**src/hw/rtl/mfbre_pkg.sv**
```systemverilog
// Shared types, constants and command codes of the framebuffer rectangle engine.
package mfbre_pkg;
  localparam int DefWidth  = 256;
  localparam int DefHeight = 128;

  typedef enum logic [2:0] {
    CMD_CLEAR  = 3'd0,
    CMD_FILL   = 3'd1,
    CMD_DITHER = 3'd2,
    CMD_STROKE = 3'd3,
    CMD_INVERT = 3'd4,
    CMD_READ   = 3'd5
  } cmd_e;

  // Area drawing modes.
  typedef enum logic [1:0] {
    MODE_PAINT  = 2'd0,
    MODE_MID    = 2'd1,
    MODE_LIGHT  = 2'd2,
    MODE_INVERT = 2'd3
  } mode_e;

  typedef struct packed {
    logic [2:0]         cmd;
    logic signed [15:0] pos_x;
    logic signed [15:0] pos_y;
    logic [14:0]        rect_w;
    logic [14:0]        rect_h;
    logic [14:0]        line_thick;
    logic               ink_black;
    logic               gray_light;
  } cmd_item_t;

  typedef struct packed {
    logic [7:0] read_bits;
    logic       op_done;
  } rsp_item_t;

  // One clipped job for the back end: row range and pixel column range, plus mode and ink.
  typedef struct packed {
    logic        is_clear;
    logic        is_read;
    logic        empty;
    mode_e       mode;
    logic        black;
    logic [12:0] r0;
    logic [12:0] r1;      // exclusive
    logic [12:0] c0;
    logic [12:0] c1;      // exclusive
    logic signed [17:0] rx;  // read start column
  } job_t;
endpackage

```
**src/hw/rtl/mfbre_queue.sv**
```systemverilog
// Two-entry job queue between the front and back ends.
module mfbre_queue (
  input  logic            clk,
  input  logic            rst_n,
  input  logic            in_valid,
  input  mfbre_pkg::job_t in_job,
  input  logic            in_last,
  output logic            in_ready,
  output logic            out_valid,
  output mfbre_pkg::job_t out_job,
  output logic            out_last,
  input  logic            out_ready
);
  import mfbre_pkg::*;

  job_t       job_r [2];
  logic [1:0] last_r;
  logic       wp_r, rp_r;
  logic [1:0] cnt_r;
  logic       push, pop;

  assign in_ready  = (cnt_r != 2'd2);
  assign out_valid = (cnt_r != 2'd0);
  assign out_job   = job_r[rp_r];
  assign out_last  = last_r[rp_r];
  assign push      = in_valid && in_ready;
  assign pop       = out_valid && out_ready;

  always_ff @(posedge clk) begin
    if (!rst_n) begin
      wp_r  <= 1'b0;
      rp_r  <= 1'b0;
      cnt_r <= '0;
    end else begin
      if (push) wp_r <= !wp_r;
      if (pop)  rp_r <= !rp_r;
      cnt_r <= cnt_r + 2'(push) - 2'(pop);
    end
  end

  always_ff @(posedge clk) begin
    if (push) begin
      job_r[wp_r]  <= in_job;
      last_r[wp_r] <= in_last;
    end
  end
endmodule

```
**config.mk**
```make
export PLATFORM = sky130hd
export DESIGN_NAME = mfbre_queue
export DESIGN_NICKNAME = d
export VERILOG_FILES = /design/src/hw/rtl/mfbre_pkg.sv /design/src/hw/rtl/mfbre_queue.sv
export SDC_FILE = /design/constraint.sdc
export NUM_CORES = 1
export LEC_CHECK = 0
export BUFFER_PORTS_ARGS = -buffer_cell sky130_fd_sc_hd__buf_2
export CORE_MARGIN = 1
export CORE_UTILIZATION = 52
export CTS_CLUSTER_DIAMETER = 120
export DETAILED_ROUTE_END_ITERATION = 10
export GPL_TIMING_DRIVEN = 1
export PLACE_DENSITY_LB_ADDON = 0.1
export SYNTH_ARGS = -nofsm -noshare
export SYNTH_HDL_FRONTEND = slang
export SYNTH_SLANG_ARGS = --single-unit
```
**constraint.sdc**
```tcl
create_clock -name clk -period 3.4 [get_ports clk]
set_input_delay 0.68 -clock clk [delete_from_list [all_inputs] [get_ports clk]]
set_output_delay 0.68 -clock clk [all_outputs]
set_load 0.1 [all_outputs]
```
# Yosys cells after proc, flatten, opt, wreduce, memory -nomap -nowiden
# Memory sizes are Yosys's and may differ from the RTL's. A register that Yosys moved wholly into a read port is not among the register bits.
# Index checks and enable logic that the tools add are counted.
# totals
in_bits	81
elab_cells	26
regBits	6
mem_bits_rw	152
output_inout_bits	79
memories	1
# mem_list
memory	depth	word_bits	read_ports	rd_ports_with_merged_regs	write_ports	line	rtl
job_r	2	76	1	1	1	mfbre_queue.sv:16	job_t job_r [2];
# classes
mux	9
reduce_logical	6
addsub	2
n_eq_ne	1
magnitude_cmp	3
# ops
cell	n
two-way mux 1 bit	7
< comparator 1 x 2 -> 1 bit, second input constant	2
logical AND 1 bit	3
adder 2 x 1 -> 2 bit	1
bitwise mux 2 bit	1
logical NOT 1 bit	2
inequality test 2 bit, second input constant	1
nonzero test 2 bit	1
subtractor 2 x 1 -> 2 bit	1
demux 1 bit (select 1 bit)	1
greater-or-equal comparator 1 bit, second input constant	1

# Longest topological paths before layout
# depth
word_depth	5
depth_mapped	6
ltp_nobuf	6

# Worst setup path before layout
# No wires, ideal clock.
# synth_path
path_kind	register -> register
from	register cnt_r[0]
to	memory job_r[1][0] (netlist bit) (enable)
setup_ns	0.444
n_path_buf	0
arrival_ns	2.673
required_time_ns	2.956
synth_period_minus_slack_ns	3.117
stages_incl_launch_ff	3
setup_slack_ns	0.283
cell_sequence	dfxtp_1 -> nand2b_4 -> and3_1
# synth_between
elab_chain_len	4
# synth_lines
item	line	rtl
from (decl)	mfbre_queue.sv:19	logic [1:0] cnt_r;
from (signal assigned)	mfbre_queue.sv:37	cnt_r <= cnt_r + 2'(push) - 2'(pop);
inequality test 2 bit	mfbre_queue.sv:22	assign in_ready = (cnt_r != 2'd2);
net in_ready	mfbre_queue.sv:8	output logic in_ready,
logical AND 1 bit	mfbre_queue.sv:26	assign push = in_valid && in_ready;
two-way mux 1 bit	mfbre_queue.sv:42	if (push) begin
two-way mux 1 bit (implied by the code)	mfbre_queue.sv:43	job_r[wp_r] <= in_job;
to (decl)	mfbre_queue.sv:16	
# The timed path passes the listed nets, and every way through them passes these cells.

==> impl_metrics.prom <==
# TYPE chip_impl_metric gauge
chip_impl_metric{name="layout_cell_share_with_drive_strength_beyond_1",unit="%"} 60.66
chip_impl_metric{name="synthDominantCellAreaShare",unit="%"} 77.34
chip_impl_metric{name="final.min_clock_period",unit="ns"} 2.653
chip_impl_metric{name="floorplan.io_pins",unit=""} 160
chip_impl_metric{name="synthDistinctLibCells",unit=""} 26
chip_impl_metric{name="initialDrtViolationCount",unit=""} 119
chip_impl_metric{name="skew",unit="ns"} 0.008569
chip_impl_metric{name="irDropWorstVdd",unit="µV"} 540.1
chip_impl_info{name="synth_commonest_cells",value="sky130_fd_sc_hd__edfxtp_1, sky130_fd_sc_hd__mux2_4, sky130_fd_sc_hd__mux2_2"} 1
chip_impl_metric{name="floorplan.die_area",unit="µm²"} 11930
chip_impl_metric{name="wirelength",unit="µm"} 9889
chip_impl_metric{name="post-route-drc-count",unit=""} 0
chip_impl_info{name="yosysMostFrequentCell",value="sky130_fd_sc_hd__edfxtp_1"} 1
chip_impl_metric{name="postSynthAreaPerCell",unit="µm²"} 22.31
chip_impl_metric{name="cts-resized-gates",unit=""} 0
chip_impl_info{name="run_status",value="completed"} 1
chip_impl_metric{name="grt_antenna_before_repair",unit=""} 0
chip_impl_metric{name="syn-num-nets",unit=""} 350
chip_impl_metric{name="postSynthCellCount",unit=""} 268
chip_impl_metric{name="drt-vias-per-instance",unit=""} 5.002
chip_impl_info{name="biggest_area_consumer_among_synthesized_cells",value="sky130_fd_sc_hd__edfxtp_1"} 1
chip_impl_info{name="synth_ff_type",value="sky130_fd_sc_hd__edfxtp_1"} 1
chip_impl_metric{name="netlist_area_before_placement",unit="µm²"} 5979
chip_impl_info{name="clockRootBuffer",value="sky130_fd_sc_hd__clkbuf_16"} 1
chip_impl_metric{name="powerDensity",unit="nW/µm²"} 950.2
chip_impl_metric{name="crit_required",unit="ns"} 2.72
chip_impl_metric{name="final_net_count",unit=""} 524
chip_impl_metric{name="cts.repair_timing.setup_buffer_count",unit=""} 0
chip_impl_metric{name="worst-path-max-fanout",unit=""} 45
chip_impl_metric{name="drt_pass1_iterations",unit=""} 4
chip_impl_info{name="min-delay-path-class",value="input pin to flop"} 1
chip_impl_metric{name="timing_hold_violations_final",unit=""} 0
chip_impl_info{name="area_contributors_post_synth",value="sky130_fd_sc_hd__edfxtp_1, sky130_fd_sc_hd__mux2_4, sky130_fd_sc_hd__mux2_2, sky130_fd_sc_hd__dfxtp_1, sky130_fd_sc_hd__buf_6"} 1
chip_impl_metric{name="clock_latency",unit="ns"} 0.41
chip_impl_metric{name="worst_slew_margin_rel",unit="%"} 52.30
chip_impl_metric{name="drt-wirelength-per-cell",unit="µm"} 16.59
chip_impl_metric{name="number_of_buffers_between_clock_root_and_the_deepest_sink",unit=""} 2
chip_impl_metric{name="hpwl_detailed",unit="µm"} 6448
chip_impl_metric{name="post_cts_hold_buffer_count",unit=""} 0
chip_impl_info{name="worst_setup_path_start_kind",value="flop"} 1
chip_impl_metric{name="design.core.area",unit="µm²"} 11030
chip_impl_info{name="clock_tree_from_tritoncts",value="built"} 1
chip_impl_metric{name="final-instance-count-excl-fill",unit=""} 596
chip_impl_metric{name="grt_pass1_wl",unit="µm"} 14810
chip_impl_metric{name="setup_viol",unit=""} 0
chip_impl_metric{name="synth-seq-cells",unit=""} 159
chip_impl_metric{name="total_leakage_power",unit="nW"} 2.932
chip_impl_metric{name="max-cap-violations",unit=""} 0
chip_impl_metric{name="die_width",unit="µm"} 109.2
chip_impl_metric{name="placement_rows",unit=""} 38
chip_impl_metric{name="layout_worst_path_cycle_share",unit="%"} 78.04
chip_impl_metric{name="final.setup.tns",unit="ns"} 0
chip_impl_metric{name="area_delta_synth_final",unit="%"} 27.16
chip_impl_metric{name="tritoncts_buffer_count",unit=""} 17
chip_impl_info{name="setup_repair_after_global_routing_missed_its_margin",value="no"} 1
chip_impl_info{name="worst_setup_path_end_kind",value="output port"} 1
chip_impl_metric{name="grt_util_all_layers",unit="%"} 17.47
chip_impl_metric{name="initial_utilization",unit="%"} 54.21
chip_impl_metric{name="placement.io_buffers",unit=""} 159
chip_impl_metric{name="number_of_clock_sinks",unit=""} 159
chip_impl_metric{name="drt.antenna.violating_nets",unit=""} 0
chip_impl_metric{name="synth_enable_flop_cells",unit=""} 154
chip_impl_metric{name="globalRouteOverflowTotal",unit=""} 0
chip_impl_metric{name="detailroute.via_count",unit=""} 2981
chip_impl_metric{name="worst_slew_pin_slew",unit="ns"} 0.7147
chip_impl_metric{name="cts.clk_slew.worst_paths",unit="ns"} 0.06
chip_impl_metric{name="ys_warn_count",unit=""} 0
chip_impl_metric{name="regToRegSetupSlack",unit="ns"} 1.41
chip_impl_metric{name="asyncSetResetFlopFracSynth",unit="%"} 0
chip_impl_metric{name="filler_cell_count",unit=""} 765
chip_impl_metric{name="numPlacedInstances",unit=""} 563
chip_impl_metric{name="fmax",unit="MHz"} 376.9
chip_impl_metric{name="worstPathArrival",unit="ns"} 1.97
chip_impl_metric{name="synth_sequential_area_ratio",unit="%"} 79.01
chip_impl_metric{name="first_global_vias",unit=""} 2975
chip_impl_metric{name="die_height",unit="µm"} 109.2
chip_impl_metric{name="finalMaxSlewViolations",unit=""} 0
chip_impl_metric{name="place.gp.congestion",unit=""} 0.6645
chip_impl_info{name="crit_type",value="flop to output port"} 1
chip_impl_metric{name="pin_count_of_the_biggest_net_entering_global_routing",unit=""} 46
chip_impl_metric{name="htreeDepth",unit=""} 4
==> critical path, cell delays in order, from the launching register on <==
cell and delay, ns:
sky130_fd_sc_hd__dfxtp_4 0.50, sky130_fd_sc_hd__buf_12 0.32, sky130_fd_sc_hd__mux2_2 0.40, sky130_fd_sc_hd__buf_2 0.30
==> registers in the layout (all words and copies together), names as in the netlist, named ones only <==
| signal | flops |
|---|---|
| rp_r | 1 |
| job_r | 152 |
| cnt_r | 2 |
| wp_r | 1 |
| last_r | 2 |
==> cell usage in the layout, fill, tap and decap left out, types with 2 or more instances in the layout <==
cell type / synthesis / layout
sky130_fd_sc_hd__edfxtp_1: 154 / 154
sky130_fd_sc_hd__nor2_1: 2 / 2
sky130_fd_sc_hd__bufinv_16: 0 / 5
sky130_fd_sc_hd__and2_1: 3 / 3
sky130_fd_sc_hd__clkbuf_16: 0 / 17
sky130_fd_sc_hd__clkinvlp_4: 0 / 4
sky130_fd_sc_hd__o21ai_0: 2 / 2
sky130_fd_sc_hd__buf_12: 0 / 3
sky130_fd_sc_hd__dfxtp_1: 5 / 4
sky130_fd_sc_hd__mux2_4: 40 / 40
sky130_fd_sc_hd__mux2_2: 37 / 37
sky130_fd_sc_hd__clkbuf_1: 0 / 3
sky130_fd_sc_hd__buf_2: 3 / 159
sky130_fd_sc_hd__clkinv_2: 0 / 3
sky130_fd_sc_hd__a21bo_2: 2 / 2
==> worst paths after layout <==
| kind | from | endpoint | cells after the start |
|---|---|---|---|
| worst max-delay path | flop | out_job[69] | 3 |
| worst min-delay path | in_job[14] | job_r[1][14]$_DFFE_PP_ | 1 |
| worst max register to register | cnt_r[1]$_SDFF_PN0_ | job_r[0][2]$_DFFE_PP_ | 4 |
| worst min register to register | wp_r$_SDFFE_PN0P_ | wp_r$_SDFFE_PN0P_ | 2 |
==> layer usage <==
layer / track usage (%) / share of wire [%] / up-vias
met5: 0 / 0 / -
met4: 6.857 / 0.78 / 0
met3: 7.472 / 8.4 / 7
met2: 27.40 / 49 / 110
met1: 21.45 / 42 / 1450
li1: - / - / 1414
==> cells by family (layout without fill, tap and decap cells) <==
logic type	Yosys count	after routing	synth area share (%)
AND/OR/NAND/NOR	13	13	1.360
other	0	1	0
flip-flops	159	159	79.01
AO/OA/AOI/OAI	7	7	0.8999
multiplexers	78	78	17.18
buffers and inverters	9	196	1.193
adder cells (fa/ha/maj)	1	1	0.2092
XOR/XNOR	1	1	0.1465
==> stage by stage <==
step | utilization (%) | total power [mW] | hold WS [ns] | setup slack [ns] | cell area [µm²]
floorplan | - | 4.931 | 0.5285 | 0.2826 | 5979
global placement | 63.10 | 5.235 | 0.5883 | 1.122 | 6960
detailed placement | 63.10 | 5.260 | 0.6026 | 1.118 | 6960
CTS | 68.91 | 7.283 | 0.4373 | 0.7215 | 7601
global route | 68.91 | 7.453 | 0.4362 | 0.6667 | 7601
finish | 68.93 | 7.225 | 0.4567 | 0.7468 | 7604
==> cell type report <==
cell class	count	area [µm²]	area share [%]
inverters	1	5.005	0.06582
flip-flops and latches	159	4728	62.19
diodes	1	2.502	0.03291
clock inverters	11	190.2	2.501
multi-input cells	100	1189	15.63
clock buffers	21	450.4	5.924
well taps	140	175.2	2.304
repair buffers	163	863.3	11.35
==> power by group <==
part           leakage, nW  total, mW  switching [mW]  internal, mW
clock                0.299       2.02           0.703          1.32
combinational         1.15       2.73            2.16         0.571
sequential            1.48       2.47          0.0807          2.39
Power figures use the tool's default switching activity.
