--- config.mk ---
export PLATFORM = sky130hd
export DESIGN_NAME = mfbre_front_flat
export DESIGN_NICKNAME = d
export VERILOG_FILES = /design/src/hw/rtl/mfbre_pkg.sv /design/src/hw/rtl/mfbre_if.sv /design/src/hw/rtl/mfbre_front.sv /design/src/flat_wrapper.sv
export SDC_FILE = /design/constraint.sdc
export NUM_CORES = 1
export LEC_CHECK = 0
export BUFFER_PORTS_ARGS = -buffer_cell sky130_fd_sc_hd__buf_4
export CORE_ASPECT_RATIO = 0.9
export CORE_MARGIN = 3
export CORE_UTILIZATION = 45
export DETAILED_ROUTE_END_ITERATION = 16
export PLACE_DENSITY = 0.74
export SYNTH_ARGS = -nofsm -noshare
export SYNTH_HDL_FRONTEND = slang
export SYNTH_SLANG_ARGS = --single-unit
--- constraint.sdc ---
create_clock -name clk -period 17 [get_ports clk]
set_clock_uncertainty 0.05 [all_clocks]
set_input_delay 1.7 -clock clk [delete_from_list [all_inputs] [get_ports clk]]
set_output_delay 1.7 -clock clk [all_outputs]
set_load 0.005 [all_outputs]
--- src/hw/rtl/mfbre_pkg.sv ---
// Shared types, constants and command codes of the framebuffer rectangle engine.
package mfbre_pkg;
  localparam int DefWidth  = 256;
  localparam int DefHeight = 128;

  typedef enum logic [2:0] {
    CMD_CLEAR  = 3'd0,
    CMD_FILL   = 3'd1,
    CMD_DITHER = 3'd2,
    CMD_STROKE = 3'd3,
    CMD_INVERT = 3'd4,
    CMD_READ   = 3'd5
  } cmd_e;

  // Area drawing modes.
  typedef enum logic [1:0] {
    MODE_PAINT  = 2'd0,
    MODE_MID    = 2'd1,
    MODE_LIGHT  = 2'd2,
    MODE_INVERT = 2'd3
  } mode_e;

  typedef struct packed {
    logic [2:0]         cmd;
    logic signed [15:0] pos_x;
    logic signed [15:0] pos_y;
    logic [14:0]        rect_w;
    logic [14:0]        rect_h;
    logic [14:0]        line_thick;
    logic               ink_black;
    logic               gray_light;
  } cmd_item_t;

  typedef struct packed {
    logic [7:0] read_bits;
    logic       op_done;
  } rsp_item_t;

  // One clipped job for the back end: row range and pixel column range, plus mode and ink.
  typedef struct packed {
    logic        is_clear;
    logic        is_read;
    logic        empty;
    mode_e       mode;
    logic        black;
    logic [12:0] r0;
    logic [12:0] r1;      // exclusive
    logic [12:0] c0;
    logic [12:0] c1;      // exclusive
    logic signed [17:0] rx;  // read start column
  } job_t;
endpackage

--- src/hw/rtl/mfbre_if.sv ---
// Valid/ready channel interfaces of the framebuffer rectangle engine.
interface mfbre_cmd_if;
  import mfbre_pkg::*;
  logic      valid;
  logic      ready;
  cmd_item_t data;
  modport source (output valid, output data, input ready);
  modport sink (input valid, input data, output ready);
endinterface


--- src/hw/rtl/mfbre_front.sv ---
// Front end: accept commands, clip rectangles and split strokes into jobs.
module mfbre_front #(
  parameter int Width  = mfbre_pkg::DefWidth,
  parameter int Height = mfbre_pkg::DefHeight
) (
  input  logic              clk,
  input  logic              rst_n,
  mfbre_cmd_if.sink         cmd,
  output logic              job_valid,
  output mfbre_pkg::job_t   job,
  output logic              job_last,
  input  logic              job_ready
);
  import mfbre_pkg::*;

  cmd_item_t   cur_r;
  logic        busy_r;
  logic [1:0]  part_r;
  logic        last_part;
  logic signed [17:0] ax, ay, aw, ah;
  logic signed [17:0] xe, ye;
  logic signed [17:0] c0s, c1s, r0s, r1s;
  logic        is_stroke;

  assign cmd.ready = !busy_r;
  assign is_stroke = (cur_r.cmd == CMD_STROKE);
  assign last_part = !is_stroke || (part_r == 2'd3);

  // Pick the rectangle of this part (stroke makes four bands).
  always_comb begin
    ax = 18'(cur_r.pos_x);
    ay = 18'(cur_r.pos_y);
    aw = 18'({3'b0, cur_r.rect_w});
    ah = 18'({3'b0, cur_r.rect_h});
    if (is_stroke) begin
      unique case (part_r)
        2'd0: ah = 18'({3'b0, cur_r.line_thick});
        2'd1: begin
          ah = 18'({3'b0, cur_r.line_thick});
          ay = ay + 18'({3'b0, cur_r.rect_h}) - 18'({3'b0, cur_r.line_thick});
        end
        2'd2: aw = 18'({3'b0, cur_r.line_thick});
        default: begin
          aw = 18'({3'b0, cur_r.line_thick});
          ax = ax + 18'({3'b0, cur_r.rect_w}) - 18'({3'b0, cur_r.line_thick});
        end
      endcase
    end
    xe  = ax + aw;
    ye  = ay + ah;
    c0s = (ax < 0) ? '0 : ax;
    c1s = (xe > 18'(Width)) ? 18'(Width) : xe;
    r0s = (ay < 0) ? '0 : ay;
    r1s = (ye > 18'(Height)) ? 18'(Height) : ye;
  end

  always_comb begin
    job          = '0;
    job.is_clear = (cur_r.cmd == CMD_CLEAR);
    job.is_read  = (cur_r.cmd == CMD_READ);
    job.black    = cur_r.ink_black;
    job.rx       = 18'(cur_r.pos_x);
    job.r0       = 13'(r0s);
    job.r1       = 13'(r1s);
    job.c0       = 13'(c0s);
    job.c1       = 13'(c1s);
    case (cur_r.cmd)
      CMD_DITHER: begin
        job.mode  = cur_r.gray_light ? MODE_LIGHT : MODE_MID;
        job.black = 1'b1;
      end
      CMD_INVERT: job.mode = MODE_INVERT;
      default:    job.mode = MODE_PAINT;
    endcase
    if (job.is_read) begin
      job.empty = (ay < 0) || (ay >= 18'(Height));
      job.r0    = 13'(ay);
    end else if (!job.is_clear) begin
      job.empty = (aw <= 0) || (ah <= 0) || (c0s >= c1s) || (r0s >= r1s) ||
                  (cur_r.cmd != CMD_FILL && cur_r.cmd != CMD_DITHER &&
                   cur_r.cmd != CMD_STROKE && cur_r.cmd != CMD_INVERT);
    end
  end

  assign job_valid = busy_r;
  assign job_last  = last_part;

  always_ff @(posedge clk) begin
    if (!rst_n) begin
      busy_r <= 1'b0;
      part_r <= '0;
    end else if (!busy_r) begin
      if (cmd.valid) begin
        busy_r <= 1'b1;
        part_r <= '0;
      end
    end else if (job_ready) begin
      if (last_part) begin
        busy_r <= 1'b0;
      end
      part_r <= part_r + 2'd1;
    end
  end

  always_ff @(posedge clk) begin
    if (!busy_r && cmd.valid) begin
      cur_r <= cmd.data;
    end
  end
endmodule

--- src/flat_wrapper.sv ---
// flat-port wrapper written by rule: the top's interface ports become plain ports
module mfbre_front_flat import mfbre_pkg::*;
#(
  parameter int Width  = mfbre_pkg::DefWidth,
  parameter int Height = mfbre_pkg::DefHeight
)
  (clk, rst_n, job_valid, job, job_last, job_ready, cmd_valid, cmd_data, cmd_ready);
  mfbre_cmd_if cmd_i ();
  input  logic clk;
  input  logic rst_n;
  output logic job_valid;
  output mfbre_pkg::job_t job;
  output logic job_last;
  input  logic job_ready;
  input wire logic [$bits(cmd_i.valid)-1:0] cmd_valid;
  input wire logic [$bits(cmd_i.data)-1:0] cmd_data;
  output wire logic [$bits(cmd_i.ready)-1:0] cmd_ready;
  assign cmd_i.valid = cmd_valid;
  assign cmd_i.data = cmd_data;
  assign cmd_ready = cmd_i.ready;
  mfbre_front #(.Width(Width), .Height(Height)) u_core (.clk(clk), .rst_n(rst_n), .cmd(cmd_i), .job_valid(job_valid), .job(job), .job_last(job_last), .job_ready(job_ready));
endmodule
# Yosys cells after proc, flatten, opt, wreduce, memory -nomap -nowiden
# Index checks and enable logic that the tools add are counted.
# W data, S select, Z words.
# word_totals
in_bits	86
wordCells	81
ff_bits	85
# classes
n_eq_ne	12
add_sub_neg	7
order_cmp	9
mux	25
reduce_logical	18
# ops
cell	count
$mux W18	8
$mux W15	4
$add A18 B16 Y18	2
$ge A18 B18 Y1	2
$lt A18 B1 Y1 const B	2
$sub A18 B15 Y18	2
$add A16 B16 Y17	2
$le A15 B1 Y1 const B	2
$ge A18 B9 Y1 const B	1
$gt A18 B10 Y1 const B	1
$gt A18 B9 Y1 const B	1
$mux W13	1
$mux W2	4
$mux W1	7
$eq A3 B2 Y1 const B	2
$eq A3 B3 Y1 const B	2
$logic_or A1 B1 Y1	6
$ne A3 B2 Y1 const B	2
$eq A2 B2 Y1 const B	2
$logic_and A1 B1 Y1	4
$pmux W2 S2	1
$logic_not A3 Y1	1
$ne A3 B1 Y1 const B	1
$ne A3 B3 Y1 const B	1
9 further kinds	10

# Logic depth before layout (Yosys ltp)
# Gate-level depths: netlist (run 1).
# logic_depth
depth_word	13
ltp_mapped	42
depth_no_buf	41

# Worst setup path before layout (run 1)
# No wires, ideal clock.
# synth_path
path_kind	flip-flop to output port
startpoint	register u_core.cur_r[18] (netlist name)
endpoint	output port job[73] (netlist name)
arrival_time_ps	7017
setup_slack_ps	8233
n_path_buf	1
stages_incl_launch_ff	39
required_time_ps	15250
cell_sequence	edfxtp_1 ha_1 a211oi_1 nor2_1 o21a_1 o21ai_0 a21boi_0 or2_2 xor2_1 ha_1 a2111o_1 o21ai_1 o21ai_0 xor2_1 mux2i_1 inv_1 ha_1 o21a_1 (+3 left out) xnor2_1 a2111oi_0 and3_1 a41oi_2 a31oi_4 buf_6 and2_1 ha_1 nand2b_1 a21o_1 a21oi_1 o21ai_0 a21oi_1 o21ai_0 nand2_1 nand4_1 nor3_1 a311oi_1
# synth_lines
item	line_no	source
start: declaration	mfbre_front.sv:16	cmd_item_t cur_r;
start signal: assignment	mfbre_front.sv:107	cur_r <= cmd.data;
end: declaration	flat_wrapper.sv:12	output mfbre_pkg::job_t job;

==> flow_summary.toml, run 1 <==
[outcome]
status = "completed"

[cts]
root_buffer = "clkbuf_16"
cts.sinks = 85
ctsHoldBuffers = 0
cts_resized = 0
cts_tree = "yes"
clock_latency_ns = 0.37
cts_buffer_depth = 2
postCtsSetupRepairBufs = 0
clkSlewWorstSetupHoldPaths_ns = 0.08
htreeDepth = 3
numCtsBuffers = 9

[yosys]
netlist_top_cells_count = "ha_1, nor2_1, nand2_1"
ys_types = 76
yosysMostFrequentCell = "ha_1"
syn_inst = 1099
yosys.area.top_type_share = 0.257
syn_avg_cell_area_um2 = 8.72
synth_top_cell_by_area = "edfxtp_1"
yosysWarnings = 0
async_flop_share = 0
syn-num-nets = 1319
synth_ff_type = "edfxtp_1"
synth_area_leaders = "edfxtp_1, ha_1, xnor2_1, a21oi_1, nor2_1"
ys_seq_area_frac = 0.263
synth-seq-cells = 85
netlist_area_um2 = 9580
synth_edf_count = 82

[global_routing]
grt_pass1_vias = 8304
grt_pass1_wl_mm = 43.2
track_usage = 0.236
antenna_found_initial = 0
grt_overflow_total = 0
grt_max_degree = 46

[route]
detail_route.iter0.violations = 657
drt_drc_violations_left = 0
vias_per_cell = 5.68
ant_nets = 0
drt-pass1-iter-count = 6
drt_wl_total_mm = 27.8
vias = 8692
wl_per_cell_um = 18.2

[final_layout]
areaGrowthSynthToFinish_pct = 17.7
fin_util = 0.541
regArea_um2 = 2520
n_fill_cell = 1904
multiInputGateArea_um2 = 6580
num_antenna_cells = 0
drive_gt1_frac = 0.182
fin_nets = 1459

[setup_path]
r2r_cells = 2
critPathArrivalTime_ns = 9.18
cpPeakStageDelay_ns = 0.54
r2r_start = "u_core.job_valid$_SDFF_PN0_"
worst_setup_path_end_kind = "output port"
crit_required_ns = 15.25
startpoint_type = "flip-flop"
ff2ff_setup_slack_ns = 14.61
cp_common_cell = "o21ai_0"
cp_max_fo = 27
r2r-end = "u_core.cur_r[29]$_DFFE_PP_"
crit_type = "flip-flop to output port"
slowest_stage = "a31oi_4"

[power_and_ir_drop]
peakVddDrop_v = 0.0000581
p_total_mw = 0.905
power_density_nw_per_um2 = 80.3
leakagePower_nw = 4.97

[timing]
period_share = 0.643
tightest_slew_ns = 1.12
slew_headroom = 0.251
rsz0062_at_grt = "no"
tns_ns = 0
fmax_mhz = 91.5
slew_viol_final = 0
hold_viol = 0
fin_ws_ns = 6.07
whs_ns = 0.552
fin_crit_ns = 10.93
final-setup-viol-count = 0

[hold_path]
min_path_type = "flip-flop to flip-flop"
whs_path_depth = 1
min_from = "u_core.job_valid$_SDFF_PN0_"
min_to = "u_core.job_valid$_SDFF_PN0_"

[floorplanning]
chipWidth_um = 160
io_pins = 165
rows = 50
initial_core_util = 0.460
dieHeight_um = 144
fp.coreArea_um2 = 20800
dieArea_um2 = 23100

[placement]
post-place-ws_ns = 6.77
dp_hpwl_mm = 22.6
place_congestion = 0.938
port_buffers = 164

[run]
cap_viol_max_count = 0
[registers in the layout, indices dropped and copies added, names as in the netlist]
register / cells
u_core.job: 16
u_core.cur_r: 66
u_core.part_r: 2
u_core.job_valid: 1
[worst max path at each step]
stage	startpoint	to	slack [ns]	cells after the start
after global routing	u_core.cur_r[18]$_DFFE_PP_	job[73]	5.35	38
after CTS	u_core.cur_r[18]$_DFFE_PP_	job[73]	6.30	38
after floorplan	u_core.cur_r[18]$_DFFE_PP_	job[73]	8.23	38
after global placement	u_core.cur_r[18]$_DFFE_PP_	job[73]	7.14	38
after detailed placement	u_core.cur_r[18]$_DFFE_PP_	job[73]	6.77	38
final	u_core.cur_r[18]$_DFFE_PP_	job[73]	6.07	38
[metal layers]
metal  wire [um]  share of wire  track usage  vias to the layer above
li1            -              -            -                     4334
met1       12800           0.46        0.323                     4021
met2       12500           0.45        0.383                      297
met3        1990          0.072       0.0484                       40
met4         513          0.018       0.0653                        0
met5           0              0            0                        -
[logic make-up (layout without fill, tap and decap cells)]
family          Yosys count  after routing  synth area share
compound gates          316            316             0.221
xor+xnor                 69             69            0.0631
fa+ha+maj               134            134             0.180
buf+inv                 106            251            0.0509
flops                    85             85             0.263
mux                      31             31            0.0351
simple gates            358            358             0.187
[cell type report]
type                            count  area share
Tap cell                          286      0.0317
Sequential cell                    85       0.224
Inverter                           66      0.0220
Timing Repair Buffer              169       0.113
Clock buffer                        9      0.0200
Clock inverter                      7     0.00666
Multi-Input combinational cell    908       0.583
[critical path: cells and delay by family (launching register included)]
family,cells,cell delay (ns)
compound gates,20,4.65
xor+xnor,3,0.47
fa+ha+maj,4,1.28
buf+inv,2,0.28
flops,1,0.44
mux,1,0.26
simple gates,8,1.43
[per-stage QoR]
step / std cells / instance area (um2)
after CTS: 1530 / 11300
after detailed placement: 1514 / 11000
after global placement: 1514 / 11000
after floorplan: 1099 / 9580
final: 1530 / 11300
after global routing: 1530 / 11300
[cells in the final DEF, fill, tap and decap left out, drive strengths merged, types with 5 or more instances in the layout]
cell / count
o211ai: 8
edfxtp: 82
o21bai: 14
o31ai: 6
o21ai: 72
o2111ai: 5
mux2i: 10
mux2: 21
and2: 22
ha: 128
nand3: 17
fa: 6
nand2: 84
nor4: 11
o22ai: 5
xor2: 24
a21o: 31
xnor2: 45
nor2: 88
a31oi: 12
a211o: 6
nand4: 10
a21oi: 78
o31a: 5
and3: 9
a31o: 5
a211oi: 13
o21a: 26
or3: 7
inv: 71
buf: 169
clkbuf: 9
nor3: 23
nor2b: 40
nand2b: 27
[power by group]
group	total (mW)	internal, mW	switching (mW)
clock	0.209	0.105	0.105
sequential	0.259	0.246	0.0138
combinational	0.436	0.198	0.238
total	0.905	0.548	0.357
No activity file was read; power rests on OpenSTA's default activity.
==> inputs of run 2 (changes only) <==
Settings changed: ABC_AREA set to 1.
Clock period 17 ns to 10.45 ns, I/O delays scaled along.
==> run 2 against run 1 <==
  * Sequential cell count did not move
  * Global-route usage rose by 0.42 points
  * Cell count rose by 27%
  * Combinational power rose by 85%
  * Critical path type unchanged
  * Setup slack got worse by 4.4 ns
  * Die area rose by 8.9%
==> flow_summary.toml, run 2 <==
[global_routing]
antenna_found_initial = 0
grt_pass1_wl_mm = 48.9
met3_usage = 0.0459
grt_pass1_vias = 9468
grt_util_met1 = 0.365
top_usage_layer = "met1"
grt_overflow_total = 0
global_route.usage.met2 = 0.356
grt_max_degree = 58
track_usage = 0.240

[yosys]
yosysMostFrequentCell = "nand2_1"
syn_avg_cell_area_um2 = 6.95
syn_inst = 1506
netlist_top_cells_count = "nand2_1, inv_1, ha_1"
synth_edf_count = 82
yosys.area.top_type_share = 0.235
synth_ff_type = "edfxtp_1"
yosysWarnings = 0
synth_top_cell_by_area = "edfxtp_1"
ys_types = 50
synth_area_leaders = "edfxtp_1, ha_1, nand2_1, inv_1, nor2_1"
ys_seq_area_frac = 0.241
async_flop_share = 0
syn-num-nets = 1726
synth-seq-cells = 85
netlist_area_um2 = 10500

[cts]
clkSlewWorstSetupHoldPaths_ns = 0.07
cts_resized = 0
clock_latency_ns = 0.36
cts.sinks = 85
postCtsSetupRepairBufs = 0
htreeDepth = 3
cts_tree = "yes"
root_buffer = "clkbuf_16"
ctsHoldBuffers = 0
numCtsBuffers = 9
cts_buffer_depth = 2

[final_layout]
largest_reg_flops = 66
num_antenna_cells = 0
areaGrowthSynthToFinish_pct = 16.0
multiInputGateArea_um2 = 6790
stdcell_area_um2 = 12100
fin_nets = 1867
final_common_cell = "nand2_1"
n_fill_cell = 2211
final_cell_mix = "nand2_1, inv_1, buf_4, ha_1, nor2_1"
regArea_um2 = 2520
regMostFlops = "u_core.cur_r"
drive_gt1_frac = 0.165

[run]
cap_viol_max_count = 0

[placement]
dp_hpwl_mm = 25.2
post_dp_cell_area_um2 = 11800
place_congestion = 1.02
port_buffers = 164

[setup_path]
crit_required_ns = 9.36
path_buf_inv = 3
crit_family = "simple AND/OR/NAND/NOR gates"
slowest_stage = "edfxtp_1"
cp_max_fo = 15
worst_setup_path_end_kind = "output port"
startpoint_type = "flip-flop"
critPathArrivalTime_ns = 7.71
crit_type = "flip-flop to output port"
cp_common_cell = "nand2_1"
cpPeakStageDelay_ns = 0.43

[timing]
slew_viol_final = 0
whs_ns = 0.469
period_share = 0.843
tns_ns = 0
tightest_slew_ns = 0.912
slew_headroom = 0.386
final-setup-viol-count = 0
rsz0062_at_grt = "no"
hold_viol = 0
fmax_mhz = 114
fin_crit_ns = 8.81

[route]
detail_route.iter0.violations = 1089
vias = 10200
drt-pass1-iter-count = 6
drt_drc_violations_left = 0
wl_per_cell_um = 15.9
drt_wl_total_mm = 30.9
vias_per_cell = 5.25
ant_nets = 0

[power_and_ir_drop]
power_density_nw_per_um2 = 130
leakagePower_nw = 6.34
peakVddDrop_v = 0.0000939

[hold_path]
min_path_type = "flip-flop to flip-flop"

[floorplanning]
fp.coreArea_um2 = 22700
initial_core_util = 0.461
dieArea_um2 = 25100
rows = 52
chipWidth_um = 167
dieHeight_um = 151
io_pins = 165

[outcome]
status = "completed"
[run 2: cell count changes after synthesis, sizes merged, moves of 13 or more]
cell    previous run  this run
a21o              31         6
a21oi             78       103
inv               66       235
mux2              21         0
nand2             84       445
nand2b            27         0
nand3             17        90
nor2              88       125
nor2b             40         0
nor3              23        10
o21a              26        11
xnor2             45        32
[run 2: logic make-up (layout without fill, tap and decap cells)]
family,Yosys count,count (layout),synth area share
compound gates,225,225,0.128
buf+inv,273,419,0.111
mux,2,2,0.00191
fa+ha+maj,134,134,0.164
simple gates,727,727,0.302
flops,85,85,0.241
xor+xnor,60,60,0.0516
[run 2: layout make-up]
type	count	share of cell area
clock buffers	10	0.0197
clock inverters	6	0.00628
inverters	235	0.0726
multi-input cells	1148	0.559
flip-flops and latches	85	0.208
well taps	297	0.0306
repair buffers	168	0.104
[run 2: layer usage]
metal  vias up  wire, um
li1       5184         -
met3        33      2390
met1      4608     15400
met2       408     12700
met5         -         0
met4         0       426
[run 2: per-stage QoR]
step            util  instances  power [mW]  setup WS (ns)
6_report       0.535       1949        1.58           1.64
5_1_grt        0.535       1949        1.70          0.962
4_1_cts        0.535       1949        1.58           1.81
3_5_place_dp   0.521       1933        1.21           2.25
3_3_place_gp   0.521       1933        1.20           2.26
2_1_floorplan      -       1506       0.998           3.61
[run 2: worst reg2reg max path: stages (launching register included)]
cell and delay [ns]:
dfxtp_1 0.36, nor2_4 0.64, buf_4 0.75
[run 2: where the power goes]
part           total [mW]  switching [mW]  internal, mW  leakage [nW]
clock               0.359           0.162         0.197         0.156
combinational       0.805           0.488         0.317          5.38
sequential          0.418          0.0181         0.399         0.809
[run 2: path summary, 6_finish.rpt]
| check | startpoint | slack [ns] | to | depth (start not counted) |
|---|---|---|---|---|
| hold / removal | u_core.part_r[1]$_SDFFE_PN0P_ | 0.47 | u_core.part_r[1]$_SDFFE_PN0P_ | 2 |
| setup reg to reg | u_core.job_valid$_SDFF_PN0_ | 8.25 | u_core.job[6]$_DFFE_PP_ | 2 |
| setup / recovery | u_core.job[0]$_DFFE_PP_ | 1.64 | job[73] | 48 |
| hold reg to reg | u_core.part_r[1]$_SDFFE_PN0P_ | 0.47 | u_core.part_r[1]$_SDFFE_PN0P_ | 2 |
